## config.mk

```make
export PLATFORM = sky130hd
export DESIGN_NAME = framed_command_dimmer_top
export DESIGN_NICKNAME = d
export VERILOG_FILES = /design/src/rtl/fcd_pkg.sv /design/src/rtl/fcd_core.sv /design/src/rtl/framed_command_dimmer_top.sv
export SDC_FILE = /design/constraint.sdc
export NUM_CORES = 1
export LEC_CHECK = 0
export BUFFER_PORTS_ARGS = -buffer_cell sky130_fd_sc_hd__buf_2
export CORE_ASPECT_RATIO = 0.6
export CORE_MARGIN = 1
export CORE_UTILIZATION = 60
export CTS_CLUSTER_DIAMETER = 50
export DETAILED_ROUTE_END_ITERATION = 12
export GPL_TIMING_DRIVEN = 0
export PLACE_DENSITY = 0.83
export RECOVER_POWER = 100
export REMOVE_ABC_BUFFERS = 1
export SLEW_MARGIN = 0
export SYNTH_ARGS = -nofsm -noshare
export SYNTH_HDL_FRONTEND = slang
export SYNTH_SLANG_ARGS = --single-unit
```

## constraint.sdc

```tcl
create_clock -name clk_i -period 9.4 [get_ports clk_i]
set_input_delay 1.41 -clock clk_i [delete_from_list [all_inputs] [get_ports clk_i]]
set_output_delay 1.41 -clock clk_i [all_outputs]
set_load 0.01 [all_outputs]
```

## src/rtl/fcd_pkg.sv

```systemverilog
// Shared types and constants for the framed command dimmer.
// No dependencies; used by fcd_core and framed_command_dimmer_top.
`timescale 1ns / 1ps
`default_nettype none

package fcd_pkg;

  localparam int unsigned MAX_PAYLOAD = 16;
  localparam int unsigned LEN_W       = $clog2(MAX_PAYLOAD);

  localparam logic [7:0] START_BYTE = 8'h3C;  // '<'
  localparam logic [7:0] END_BYTE   = 8'h3E;  // '>'
  localparam logic [7:0] MAX_LEN    = 8'(MAX_PAYLOAD);

  localparam logic signed [3:0] FADE_DELTA = 4'sd1;
  localparam logic signed [3:0] FADE_RESET     = 4'sd5;
  localparam logic [7:0]        LEVEL_FULL     = 8'd255;
  localparam logic [7:0]        LEVEL_MIN      = 8'd1;

  // frame commands
  localparam logic [7:0] CMD_NOP   = 8'd0;
  localparam logic [7:0] CMD_LEVEL = 8'd1;
  localparam logic [7:0] CMD_MODE  = 8'd2;

  // sleep modes
  localparam logic [7:0] MODE_OFF  = 8'd0;
  localparam logic [7:0] MODE_FULL = 8'd1;
  localparam logic [7:0] MODE_FADE = 8'd2;
  localparam logic [7:0] MODE_MIN  = 8'd3;

  // item kinds
  localparam logic KIND_BYTE    = 1'b0;
  localparam logic KIND_SERVICE = 1'b1;

  typedef enum logic [2:0] {
    PH_WAIT  = 3'd0,
    PH_LEN   = 3'd1,
    PH_CMD   = 3'd2,
    PH_DATA  = 3'd3,
    PH_CHECK = 3'd4
  } phase_e;

  typedef struct packed {
    logic       cmd;
    logic [7:0] rx_byte;
    logic       switch_on;
    logic       fade_due;
  } item_t;

  typedef struct packed {
    logic [7:0]  pwm_level;
    logic        frame_done;
    logic        frame_bad;
    logic [15:0] error_total;
    logic [7:0]  mode_now;
  } result_t;

endpackage

`default_nettype wire

```

## src/rtl/fcd_core.sv

```systemverilog
// Frame parser, command execution and sleep-mode engine of the dimmer.
// Holds all block state; depends on fcd_pkg.
`timescale 1ns / 1ps
`default_nettype none

module fcd_core (
  input  wire logic            clk_i,
  input  wire logic            rst_ni,
  input  wire logic            step_i,   // process item_i this cycle
  input  wire fcd_pkg::item_t  item_i,
  output fcd_pkg::result_t     result_o  // result of item_i (next state view)
);

  fcd_pkg::phase_e                 phase_q, phase_d;
  logic [fcd_pkg::LEN_W-1:0]       len_q, len_d;
  logic [fcd_pkg::LEN_W-1:0]       seen_q, seen_d;
  logic [fcd_pkg::LEN_W-1:0]       seen_inc;
  logic [7:0]                      fcmd_q, fcmd_d;
  logic [7:0]                      first_q, first_d;
  logic [7:0]                      level_q, level_d;
  logic [7:0]                      mode_q, mode_d;
  logic signed [3:0]               step_q, step_d;
  logic signed [3:0]               step_fade;
  logic signed [9:0]               level_sum;
  logic [15:0]                     errs_q, errs_d;
  logic                            done, bad;

  assign seen_inc = seen_q + 1'b1;

  // fade: direction flips at the ends, then one saturating step per tick
  always_comb begin
    step_fade = step_q;
    if (level_q <= fcd_pkg::LEVEL_MIN) begin
      step_fade = fcd_pkg::FADE_DELTA;
    end
    if (level_q == fcd_pkg::LEVEL_FULL) begin
      step_fade = -fcd_pkg::FADE_DELTA;
    end
    level_sum = $signed({2'b00, level_q}) + $signed({{6{step_fade[3]}}, step_fade});
  end

  always_comb begin
    phase_d = phase_q;
    len_d   = len_q;
    seen_d  = seen_q;
    fcmd_d  = fcmd_q;
    first_d = first_q;
    level_d = level_q;
    mode_d  = mode_q;
    step_d  = step_q;
    errs_d  = errs_q;
    done    = 1'b0;
    bad     = 1'b0;

    if (item_i.cmd == fcd_pkg::KIND_SERVICE) begin
      if (!item_i.switch_on) begin
        unique case (mode_q)
          fcd_pkg::MODE_OFF:  level_d = 8'd0;
          fcd_pkg::MODE_FULL: level_d = fcd_pkg::LEVEL_FULL;
          fcd_pkg::MODE_MIN:  level_d = fcd_pkg::LEVEL_MIN;
          fcd_pkg::MODE_FADE: begin
            step_d = step_fade;
            if (item_i.fade_due) begin
              if (level_sum < 10'sd0) begin
                level_d = 8'd0;
              end else if (level_sum > 10'sd255) begin
                level_d = fcd_pkg::LEVEL_FULL;
              end else begin
                level_d = level_sum[7:0];
              end
            end
          end
          default: ;  // unknown mode leaves the level alone
        endcase
      end
    end else begin
      unique case (phase_q)
        fcd_pkg::PH_LEN: begin
          len_d   = item_i.rx_byte[fcd_pkg::LEN_W-1:0];
          phase_d = (item_i.rx_byte >= fcd_pkg::MAX_LEN) ? fcd_pkg::PH_WAIT
                                                          : fcd_pkg::PH_CMD;
        end
        fcd_pkg::PH_CMD: begin
          fcmd_d  = item_i.rx_byte;
          phase_d = (len_q != '0) ? fcd_pkg::PH_DATA : fcd_pkg::PH_CHECK;
        end
        fcd_pkg::PH_DATA: begin
          if (seen_q == '0) begin
            first_d = item_i.rx_byte;
          end
          seen_d = seen_inc;
          if (seen_inc == len_q) begin
            phase_d = fcd_pkg::PH_CHECK;
          end
        end
        fcd_pkg::PH_CHECK: begin
          phase_d = fcd_pkg::PH_WAIT;
          if (item_i.rx_byte == fcd_pkg::END_BYTE) begin
            done = 1'b1;
            if (fcmd_q == fcd_pkg::CMD_LEVEL) begin
              if (item_i.switch_on) begin
                level_d = first_q;
              end
            end else if (fcmd_q == fcd_pkg::CMD_MODE) begin
              mode_d = first_q;
            end
          end else begin
            errs_d = errs_q + 16'd1;
            bad    = 1'b1;
          end
        end
        default: begin  // waiting for start, and any stray code
          if (item_i.rx_byte == fcd_pkg::START_BYTE) begin
            phase_d = fcd_pkg::PH_LEN;
            seen_d  = '0;
          end else begin
            phase_d = fcd_pkg::PH_WAIT;
          end
        end
      endcase
    end
  end

  always_comb begin
    result_o.pwm_level   = level_d;
    result_o.frame_done  = done;
    result_o.frame_bad   = bad;
    result_o.error_total = errs_d;
    result_o.mode_now    = mode_d;
  end

  always_ff @(posedge clk_i or negedge rst_ni) begin
    if (!rst_ni) begin
      phase_q <= fcd_pkg::PH_WAIT;
      len_q   <= '0;
      seen_q  <= '0;
      fcmd_q  <= '0;
      first_q <= '0;
      level_q <= '0;
      mode_q  <= '0;
      step_q  <= fcd_pkg::FADE_RESET;
      errs_q  <= '0;
    end else if (step_i) begin
      phase_q <= phase_d;
      len_q   <= len_d;
      seen_q  <= seen_d;
      fcmd_q  <= fcmd_d;
      first_q <= first_d;
      level_q <= level_d;
      mode_q  <= mode_d;
      step_q  <= step_d;
      errs_q  <= errs_d;
    end
  end

endmodule

`default_nettype wire

```

## src/rtl/framed_command_dimmer_top.sv

```systemverilog
// Top level of the framed command dimmer: input register, core, result register.
// Depends on fcd_pkg and fcd_core.
`timescale 1ns / 1ps
`default_nettype none

// The dimmer takes one item per transfer: either a received serial byte
// (cmd_i = 0) or an output service pass (cmd_i = 1), and returns exactly one
// result per item, in order. Bytes are deframed as '<', length, command,
// payload, '>'; a good frame sets the lamp level (command 1, switch on only)
// or the sleep mode (command 2), a wrong end byte bumps a 16-bit wrapping
// error count. A service pass with the switch off applies the sleep mode
// (off, full, triangle fade, minimum). Throughput is one item per clock while
// the result register is not stalled: each item is captured in the input
// register, and as it leaves it the core updates its state and loads the
// result register. Both sides use valid/stall; the input stalls only while
// both the input register and the result register are held.

module framed_command_dimmer_top (
  input  wire logic        clk_i,
  input  wire logic        rst_ni,
  // input channel
  input  wire logic        in_valid_i,
  output logic             in_stall_o,
  input  wire logic        cmd_i,
  input  wire logic [7:0]  rx_byte_i,
  input  wire logic        switch_on_i,
  input  wire logic        fade_due_i,
  // result channel
  output logic             out_valid_o,
  input  wire logic        out_stall_i,
  output logic [7:0]       pwm_level_o,
  output logic             frame_done_o,
  output logic             frame_bad_o,
  output logic [15:0]      error_total_o,
  output logic [7:0]       mode_now_o
);

  logic              in_valid_q;
  fcd_pkg::item_t    item_q;
  logic              out_valid_q;
  fcd_pkg::result_t  res_q;
  fcd_pkg::result_t  res_d;
  logic              out_free;   // result register can take a new value
  logic              step;       // core consumes the input register
  logic              in_take;    // input transfer

  assign out_free   = !out_valid_q || !out_stall_i;
  assign step       = in_valid_q && out_free;
  assign in_stall_o = in_valid_q && !out_free;
  assign in_take    = in_valid_i && !in_stall_o;

  fcd_core u_core (
    .clk_i    (clk_i),
    .rst_ni   (rst_ni),
    .step_i   (step),
    .item_i   (item_q),
    .result_o (res_d)
  );

  // input register
  always_ff @(posedge clk_i or negedge rst_ni) begin
    if (!rst_ni) begin
      in_valid_q <= 1'b0;
    end else if (!in_stall_o) begin
      in_valid_q <= in_valid_i;
    end
  end

  always_ff @(posedge clk_i) begin
    if (in_take) begin
      item_q.cmd       <= cmd_i;
      item_q.rx_byte   <= rx_byte_i;
      item_q.switch_on <= switch_on_i;
      item_q.fade_due  <= fade_due_i;
    end
  end

  // result register
  always_ff @(posedge clk_i or negedge rst_ni) begin
    if (!rst_ni) begin
      out_valid_q <= 1'b0;
    end else if (out_free) begin
      out_valid_q <= step;
    end
  end

  always_ff @(posedge clk_i) begin
    if (step) begin
      res_q <= res_d;
    end
  end

  assign out_valid_o   = out_valid_q;
  assign pwm_level_o   = res_q.pwm_level;
  assign frame_done_o  = res_q.frame_done;
  assign frame_bad_o   = res_q.frame_bad;
  assign error_total_o = res_q.error_total;
  assign mode_now_o    = res_q.mode_now;

endmodule

`default_nettype wire
```

After elaboration in Yosys (flattened, before gate mapping)
Cells that the tools add are included.
Word-level totals
  flip-flop bits (word level): 110
  input bits: 15
  output and inout bits: 36
  logic and storage cells: 94
Cells by class
  $add $sub $neg: 3
  order comparisons: 4
  equality and inequality tests: 14
  mux-type cells: 29
  bitwise gates (word level): 4
  reduce and logical (&&, ||, !) cells: 20
Operators with widths (count)
  $mux 8: 14
  $mux 16: 3
  $pmux 8 s4: 1
  $eq 8x2->1 const B: 3
  $add 16x1->16 const B: 1
  $eq 8x1->1 const B: 2
  $eq 8x6->1 const B: 2
  $mux 4: 3
  $pmux 3 s4: 1
  $reduce_and 4->1: 3
  $add 9x4->10: 1
  $gt 10x9->1 const B: 1
  $lt 10x1->1 const B: 1
  $reduce_and 3->1: 3
  $eq 8x8->1 const B: 1
  $ge 8x5->1 const B: 1
  $le 8x1->1 const B: 1
  $logic_not 8->1: 1
  $pmux 4 s2: 1
  $eq 3x2->1 const B: 2
  $mux 3: 2
  $add 4x1->4 const B: 1
  $eq 4x4->1: 1
  $logic_not 1->1: 4
  other kinds (13): 20

Longest topological paths before layout
Gate-level depths: netlist of run 1.
  depth in word-level cells: 11
  depth in mapped cells: 13
  mapped depth without buffers: 13

Hierarchy
From an unflattened synthesis of run 1, not the netlist that was laid out.
Unflattened totals
  cell total of the unflattened synthesis: 498
  area total of the unflattened synthesis: 5754.3 µm²
Modules (own cells, without submodules)
  fcd_core: times used 1, cells each 445, area an instance 4310.4 µm², seq. area each 1579.0 µm²
  framed_command_dimmer_top: times used 1, cells each 53, area an instance 1443.9 µm², seq. area each 1401.3 µm²

Worst setup path after synthesis of run 1
No wires, ideal clock.
  kind: input to register
  start: input port out_stall_i
  end: register u_core.level_q[3]
  setup time: 0.095 ns
  arrival: 3.482 ns
  data required time: 9.305 ns
  path slack: 5.823 ns
  cell stages on the path: 7
  buffers on the path: 2
  cells stage by stage: nand2_1 nand2_1 inv_1 buf_2 clkbuf_1 o2bb2ai_1 a31oi_1
On the way
  word-level cells in the longest chain between the ends: 3
RTL lines
  from (decl): line framed_command_dimmer_top.sv:30  | input wire logic out_stall_i,
  $logic_not 1->1: line framed_command_dimmer_top.sv:47  | assign out_free = !out_valid_q || !out_stall_i;
  $logic_or 1x1->1: line framed_command_dimmer_top.sv:47
  $logic_and 1x1->1: line framed_command_dimmer_top.sv:48  | assign step = in_valid_q && out_free;
  via step: line framed_command_dimmer_top.sv:44  | logic step;
  to (signal assigned): line fcd_core.sv:149  | level_q <= level_d;
  to (decl): line fcd_core.sv:20  | logic [7:0] level_q, level_d;
The timed path passes the listed nets, and every way through them passes these cells.
A chain may end at the register's enable or synchronous reset.

Worst setup path in the final report of run 1
  start: input port out_stall_i
  end: register u_core.len_q[0] (netlist name)
On the way
  word-level cells in the longest chain between the ends: 4
RTL lines
  $logic_not 1->1: line framed_command_dimmer_top.sv:47
  $logic_or 1x1->1: line framed_command_dimmer_top.sv:47
  $logic_and 1x1->1: line framed_command_dimmer_top.sv:48
  $reduce_and 3->1 (no line)
  to (signal assigned): line fcd_core.sv:145  | len_q <= len_d;
  to (decl): line fcd_core.sv:15  | logic [fcd_pkg::LEN_W-1:0] len_q, len_d;
Every way passes these cells.

==> flow_metrics.py, run 1 <==
metrics = {
    "run_status": {
        "status": "finished with violations",
        "violations": "max-capacitance violations, max-slew violations",
    },
    "die": {
        "die_y_um": 76.7,
        "initial_core_util": 0.637,
        "coreArea_um2": 8750,
        "pin_count": 51,
        "dieWidth_um": 126,
        "die-area_um2": 9700,
        "rows": 26,
    },
    "yosys": {
        "yosys_register_bits": 110,
        "yosysWarnings": 0,
        "syn_inst": 476,
        "synth_top_flop_cell": "dfrtp_1",
        "avgSynthCellArea_um2": 11.7,
        "synth_edf_count": 45,
        "synth_cell_types": 70,
        "synth_area_um2": 5580,
        "seq_area_frac_synth": 0.534,
        "async_reset_ff_frac": 0.591,
    },
    "cts": {
        "clk_latency_ns": 0.35,
        "cts_sinks": 110,
        "cts_resized": 0,
        "cts-root-buf": "clkbuf_16",
        "cts_max_level": 3,
        "cts.reportedPaths.clkPinSlew_ns": 0.07,
        "postCtsSetupBuffers": 0,
        "cts_buffers": 9,
        "cts_buffer_depth": 2,
        "tritoncts": "built",
        "hold_buffers": 0,
    },
    "grt": {
        "grt_max_degree": 66,
        "antenna_found_initial": 0,
        "grt_use_total": 0.268,
        "grt_pass1_vias": 3932,
        "globalRoute.totalOverflow": 0,
        "grt_pass1_wl_um": 19900,
    },
    "place": {
        "io_buffers": 50,
        "gp_congestion": 0.972,
        "place_inst": 630,
        "dpl.hpwl_um": 8450,
        "dpl-instance-area_um2": 5950,
    },
    "sta": {
        "fin_hold_ws_ns": 0.498,
        "fin_skew_ns": 0.00794,
        "worst_slew_pin_slew_ns": 3.54,
        "fin_crit_sh": 0.532,
        "fin_crit_ns": 5.00,
        "rsz0062_at_grt": "false",
        "fmax_mhz": 200,
        "slew_violations": 86,
        "fin_tns_setup_ns": 0,
        "hold_violations": 0,
        "finalSetupViolations": 0,
        "relSlewSlack": -1.36,
    },
    "setup_path": {
        "critPathMaxStageDelay_ns": 1.13,
        "cp.arrival_ns": 5.24,
        "crit_fanout": 29,
        "cpMaxStageDelayCell": "clkbuf_1",
        "path_cells": "clkbuf_1 > nand2_1 > nand2_1 > inv_1 > clkbuf_1 > nand2b_1 > nor4_1 > mux2_2",
        "start_kind": "input pin",
        "cp.required_ns": 9.64,
        "setup.worst_path.class": "input pin to flop",
        "cp-end-kind": "flop",
    },
    "worst_hold_path": {
        "holdCritPathClass": "flop to flop",
    },
    "cells_and_area": {
        "insertedDiodeCount": 0,
        "drive_above_1_share": 0.129,
        "final_common_cell": "dfrtp_1",
        "finish.utilization": 0.697,
        "final_cell_area_um2": 6100,
        "final_cells": 646,
        "syn2layout_area_growth_pct": 9.40,
        "fillers": 626,
        "final_cell_mix": "63 x dfrtp_1, 45 x edfxtp_1, 41 x nor2_1",
        "layout.nets": 558,
    },
    "routing": {
        "viasPerCell": 6.17,
        "vias": 3986,
        "drt-initial-drc-count": 443,
        "drc_errors": 0,
        "wirelength_um": 11800,
        "wl_per_cell_um": 18.3,
        "firstDrtPassIters": 5,
        "ant_nets": 0,
    },
    "pwr": {
        "vdd_drop_max_mv": 0.144,
        "powerDensity_nw_per_um2": 178,
        "p_leak_uw": 0.00263,
    },
    "job": {
        "maxCapViolations": 3,
    },
}
final cells by class:
| cell class | count | area, um^2 | share of cell area |
|---|---|---|---|
| clock buffer | 11 | 243 | 0.0398 |
| timing repair buffer | 51 | 206 | 0.0338 |
| multi-input combinational | 339 | 2400 | 0.393 |
| clock inverter | 5 | 66.3 | 0.0109 |
| inverter | 18 | 67.6 | 0.0111 |
| sequential | 110 | 2980 | 0.488 |
| tap | 112 | 140 | 0.0230 |
Yosys cell counts, drive strengths merged, types with 7 or more instances:
library cell  count  area, um^2
dfrtp            63        1580
inv              18        67.6
mux2             39         439
ha               13         163
xnor2            26         235
o211ai            7        52.6
and3             10        62.6
nand4             9        86.3
xor2             16         140
edfxtp           45        1350
nor2             41         164
a221oi            7        67.6
nor4              7        58.8
o21ai            29         145
a21oi            16        80.1
nor3              8        56.3
nand2            38         153
nand3             7        40.0
where the power goes:
part / internal (uW) / switching, uW
clock network: 217 / 174
logic: 46.3 / 72.2
registers: 539 / 35.2
stage by stage:
| step | worst slack (ns) | total power (uW) |
|---|---|---|
| after floorplan | 5.45 | 657 |
| final | 4.40 | 1080 |
| after global routing | 3.96 | 1130 |
| after CTS | 5.16 | 1100 |
| after detailed placement | 5.18 | 707 |
| after global placement | 4.44 | 699 |
registers in the layout, summed over array words and instances, names as in the netlist:
name and flops:
error_total_o 16, frame_bad_o 1, frame_done_o 1, in_valid_q 1, item_q 11, mode_now_o 8
out_valid_o 1, pwm_level_o 8, u_core.errs_q 16, u_core.fcmd_q 8, u_core.first_q 8, u_core.len_q 4
u_core.level_q 8, u_core.mode_q 8, u_core.phase_q 3, u_core.seen_q 4, u_core.step_q 4
metal layers:
metal | vias up | share of wire | GRT usage
met5 | - | 0 | 0
met4 | 0 | 0.0080 | 0.0506
met2 | 183 | 0.43 | 0.391
met3 | 13 | 0.099 | 0.0893
li1 | 1853 | - | -
met1 | 1937 | 0.46 | 0.393
critical path, delay by kind of cell:
kind | cells | cell delay (ns)
buffers and inverters | 3 | 2.06
AND/OR/NAND/NOR | 4 | 1.34
multiplexers | 1 | 0.42
cells by family after synthesis:
| group | Yosys count | synth area share |
|---|---|---|
| muxes | 39 | 0.0787 |
| and+or+nand+nor | 146 | 0.148 |
| buffers and inverters | 27 | 0.0193 |
| adders and majority gates | 14 | 0.0328 |
| AOI/OAI and AO/OA | 98 | 0.120 |
| xor gates and xnor gates | 42 | 0.0673 |
| DFF | 110 | 0.534 |
path summary, 6_finish.rpt:
check	slack, ns	cells past startpoint	end	startpoint
worst min register to register	0.50	2	u_core.step_q[0]	u_core.step_q[0]
worst min-delay path	0.50	2	u_core.step_q[0]	u_core.step_q[0]
worst max-delay path	4.40	8	u_core.len_q[0]	out_stall_i
max in group asynchronous	5.15	1	u_core.level_q[2]	rst_ni
worst max register to register	4.77	12	pwm_level_o[2]	u_core.level_q[4]
min in group asynchronous	2.24	1	u_core.errs_q[0]	rst_ni
Note: power is estimated with default switching activity, not from simulation.
==> inputs of run 2 (changes only) <==
- ABC_AREA: not set -> 1
- CORE_UTILIZATION: 60 -> 54
- PLACE_DENSITY: 0.83 -> 0.79
- clock period: 9.4 -> 4.1 ns (I/O delays scaled with it)
==> flow_metrics.py, run 2 <==
metrics = {
    "sta": {
        "fin_skew_ns": 0.0105,
        "worst_slew_pin_slew_ns": 1.66,
        "relSlewSlack": -0.109,
        "fin_crit_sh": 0.815,
        "finalSetupViolations": 0,
        "rsz0062_at_grt": "false",
        "slew_violations": 66,
        "fin_crit_ns": 3.34,
        "fin_tns_setup_ns": 0,
        "fmax_mhz": 299,
        "fin_hold_ws_ns": 0.430,
        "hold_violations": 0,
    },
    "yosys": {
        "ys_top_cells_by_count": "195 x nand2_1, 97 x inv_1, 63 x dfrtp_1, 45 x edfxtp_1, 34 x o21ai_0",
        "syn_inst": 664,
        "yosysTopAreaCell": "dfrtp_1",
        "synth_top_family_by_area": "simple AND/OR/NAND/NOR gates",
        "synth_cell_types": 41,
        "synthXorXnorAreaFrac": 0.0300,
        "synth-adder-area-share": 0.0313,
        "yosysMostFrequentCell": "nand2_1",
        "yosys.area_share.simple": 0.258,
        "yosys_register_bits": 110,
        "avgSynthCellArea_um2": 8.80,
        "synth_area_leaders": "dfrtp_1 27%, edfxtp_1 23%, nand2_1 13%",
        "synth_area_um2": 5840,
        "synthMuxAreaShare": 0.0116,
        "synth_edf_count": 45,
        "seq_area_frac_synth": 0.510,
        "synth_top_flop_cell": "dfrtp_1",
        "yosysWarnings": 0,
        "synth_top_area_frac": 0.270,
        "synth_compound_area_frac": 0.0844,
        "async_reset_ff_frac": 0.591,
    },
    "die": {
        "dieWidth_um": 136,
        "die_y_um": 82.6,
        "initial_core_util": 0.573,
        "rows": 28,
        "pin_count": 51,
        "die-area_um2": 11300,
        "coreArea_um2": 10200,
    },
    "routing": {
        "firstDrtPassIters": 5,
        "drc_errors": 0,
        "wl_per_cell_um": 15.2,
        "viasPerCell": 5.41,
        "drt-initial-drc-count": 451,
        "ant_nets": 0,
        "vias": 4630,
        "wirelength_um": 13000,
    },
    "cts": {
        "clk_latency_ns": 0.36,
        "cts.reportedPaths.clkPinSlew_ns": 0.08,
        "cts_max_level": 3,
        "cts_resized": 0,
        "postCtsSetupBuffers": 0,
        "cts_buffer_depth": 2,
        "tritoncts": "built",
        "cts_sinks": 110,
        "cts_buffers": 9,
        "cts-root-buf": "clkbuf_16",
        "hold_buffers": 0,
    },
    "cells_and_area": {
        "final_cell_area_um2": 6380,
        "multiInputGateArea_um2": 2320,
        "insertedDiodeCount": 0,
        "finish.utilization": 0.626,
        "layout.nets": 745,
        "drive_above_1_share": 0.0915,
        "final_cells": 856,
        "final_cell_mix": "199 x nand2_1, 99 x inv_1, 63 x dfrtp_1",
        "seq_area_um2": 2980,
        "final_common_cell": "nand2_1",
        "syn2layout_area_growth_pct": 9.19,
        "fillers": 870,
    },
    "grt": {
        "grt_max_degree": 66,
        "globalRoute.totalOverflow": 0,
        "grt_pass1_wl_um": 21300,
        "antenna_found_initial": 0,
        "grt_use_total": 0.252,
        "grt_pass1_vias": 4409,
    },
    "setup_path": {
        "setup.worst_path.class": "flop to flop",
        "cp-end-kind": "flop",
        "crit_fanout": 9,
        "start_kind": "flop",
        "path_cells": "nor2_1 > nand2_1 > o21ai_0 > nand2_1 > ha_1 > nand2_1 > nand2_1 > a21oi_1 > nand3_1 > nand2_1 > nand3_4 > nand3_1 > nand2_1 > nand2_1 > nand2_1 > nand2_1 > nand2_1 > nand2_1",
        "crit_family": "simple AND/OR/NAND/NOR gates",
        "worst_path_most_repeated_cell": "nand2_1",
        "worst-r2r-setup-slack_ns": 0.76,
        "cp.arrival_ns": 3.63,
        "crit_buf_inv": 0,
        "critPathMaxStageDelay_ns": 0.51,
        "cpMaxStageDelayCell": "dfrtp_1",
        "cp.required_ns": 4.38,
    },
    "place": {
        "dpl-instance-area_um2": 6260,
        "io_buffers": 50,
        "dpl.hpwl_um": 9300,
        "place_inst": 840,
        "gp_congestion": 0.913,
    },
    "pwr": {
        "vdd_drop_max_mv": 0.271,
        "powerDensity_nw_per_um2": 503,
        "p_leak_uw": 0.00303,
    },
    "worst_hold_path": {
        "holdCritPathClass": "input pin to flop",
    },
    "job": {
        "maxCapViolations": 1,
    },
    "run_status": {
        "status": "finished with violations",
        "violations": "max-capacitance violations, max-slew violations",
    },
}
[run 2: cell types whose count changed after synthesis, moves of 8 or more]
| cell | before | now |
|---|---|---|
| mux2_2 | 39 | 6 |
| nor2_1 | 39 | 30 |
| nand2_1 | 36 | 195 |
| nand3_1 | 6 | 32 |
| inv_1 | 18 | 97 |
| and3_1 | 10 | 0 |
| xnor2_1 | 25 | 3 |
| o21ai_1 | 1 | 11 |
| a21oi_2 | 0 | 8 |
[run 2: logic make-up after synthesis]
| kind of cell | count (synthesis) |
|---|---|
| buf+inv | 113 |
| fa+ha+maj | 14 |
| flops | 110 |
| simple gates | 314 |
| xor+xnor | 20 |
| compound gates | 87 |
| mux | 6 |
[run 2: worst paths after layout]
check / from / to / depth (start not counted)
setup reg to reg: u_core.level_q[6] / u_core.level_q[1] / 18
hold / removal: rx_byte_i[2] / item_q[4] / 1
min in group asynchronous: rst_ni / u_core.mode_q[5] / 1
setup / recovery: u_core.level_q[6] / u_core.level_q[1] / 18
hold reg to reg: u_core.step_q[2] / u_core.step_q[2] / 2
max in group asynchronous: rst_ni / u_core.len_q[1] / 1
[run 2: where the power goes]
group,switching [uW],internal [uW],total [uW]
clock network,420,429,849
registers,184,1390,1570
logic,515,274,789
[run 2: worst reg2reg max path, stage by stage, from the launching register on]
cell	delay [ns]
dfrtp_1	0.51
nor2_1	0.14
nand2_1	0.08
o21ai_0	0.18
nand2_1	0.31
ha_1	0.46
nand2_1	0.09
nand2_1	0.07
a21oi_1	0.31
nand3_1	0.13
nand2_1	0.28
nand3_4	0.16
nand3_1	0.10
nand2_1	0.05
nand2_1	0.05
nand2_1	0.05
nand2_1	0.12
nand2_1	0.08
nand2_1	0.11
[run 2: through the flow]
stage / setup WS [ns] / total power, uW
after floorplan: 0.837 / 2120
after global placement: -0.168 / 2330
after detailed placement: 0.827 / 2390
after CTS: 1.05 / 3260
after global routing: 0.432 / 3410
final: 0.760 / 3210
[run 2: area by class of cell]
class,instances,area share
flip-flops and latches,110,0.467
inverters,102,0.0600
well taps,135,0.0265
clock inverters,6,0.00981
multi-input cells,441,0.364
clock buffers,10,0.0359
repair buffers,52,0.0369
[run 2: layer usage]
metal  track usage  wire length (um)  vias up
met5             0                 0        -
met4        0.0833               243        0
met3        0.0665              1010       27
met2         0.387              5570      183
met1         0.347              6150     2175
li1              -                 -     2245
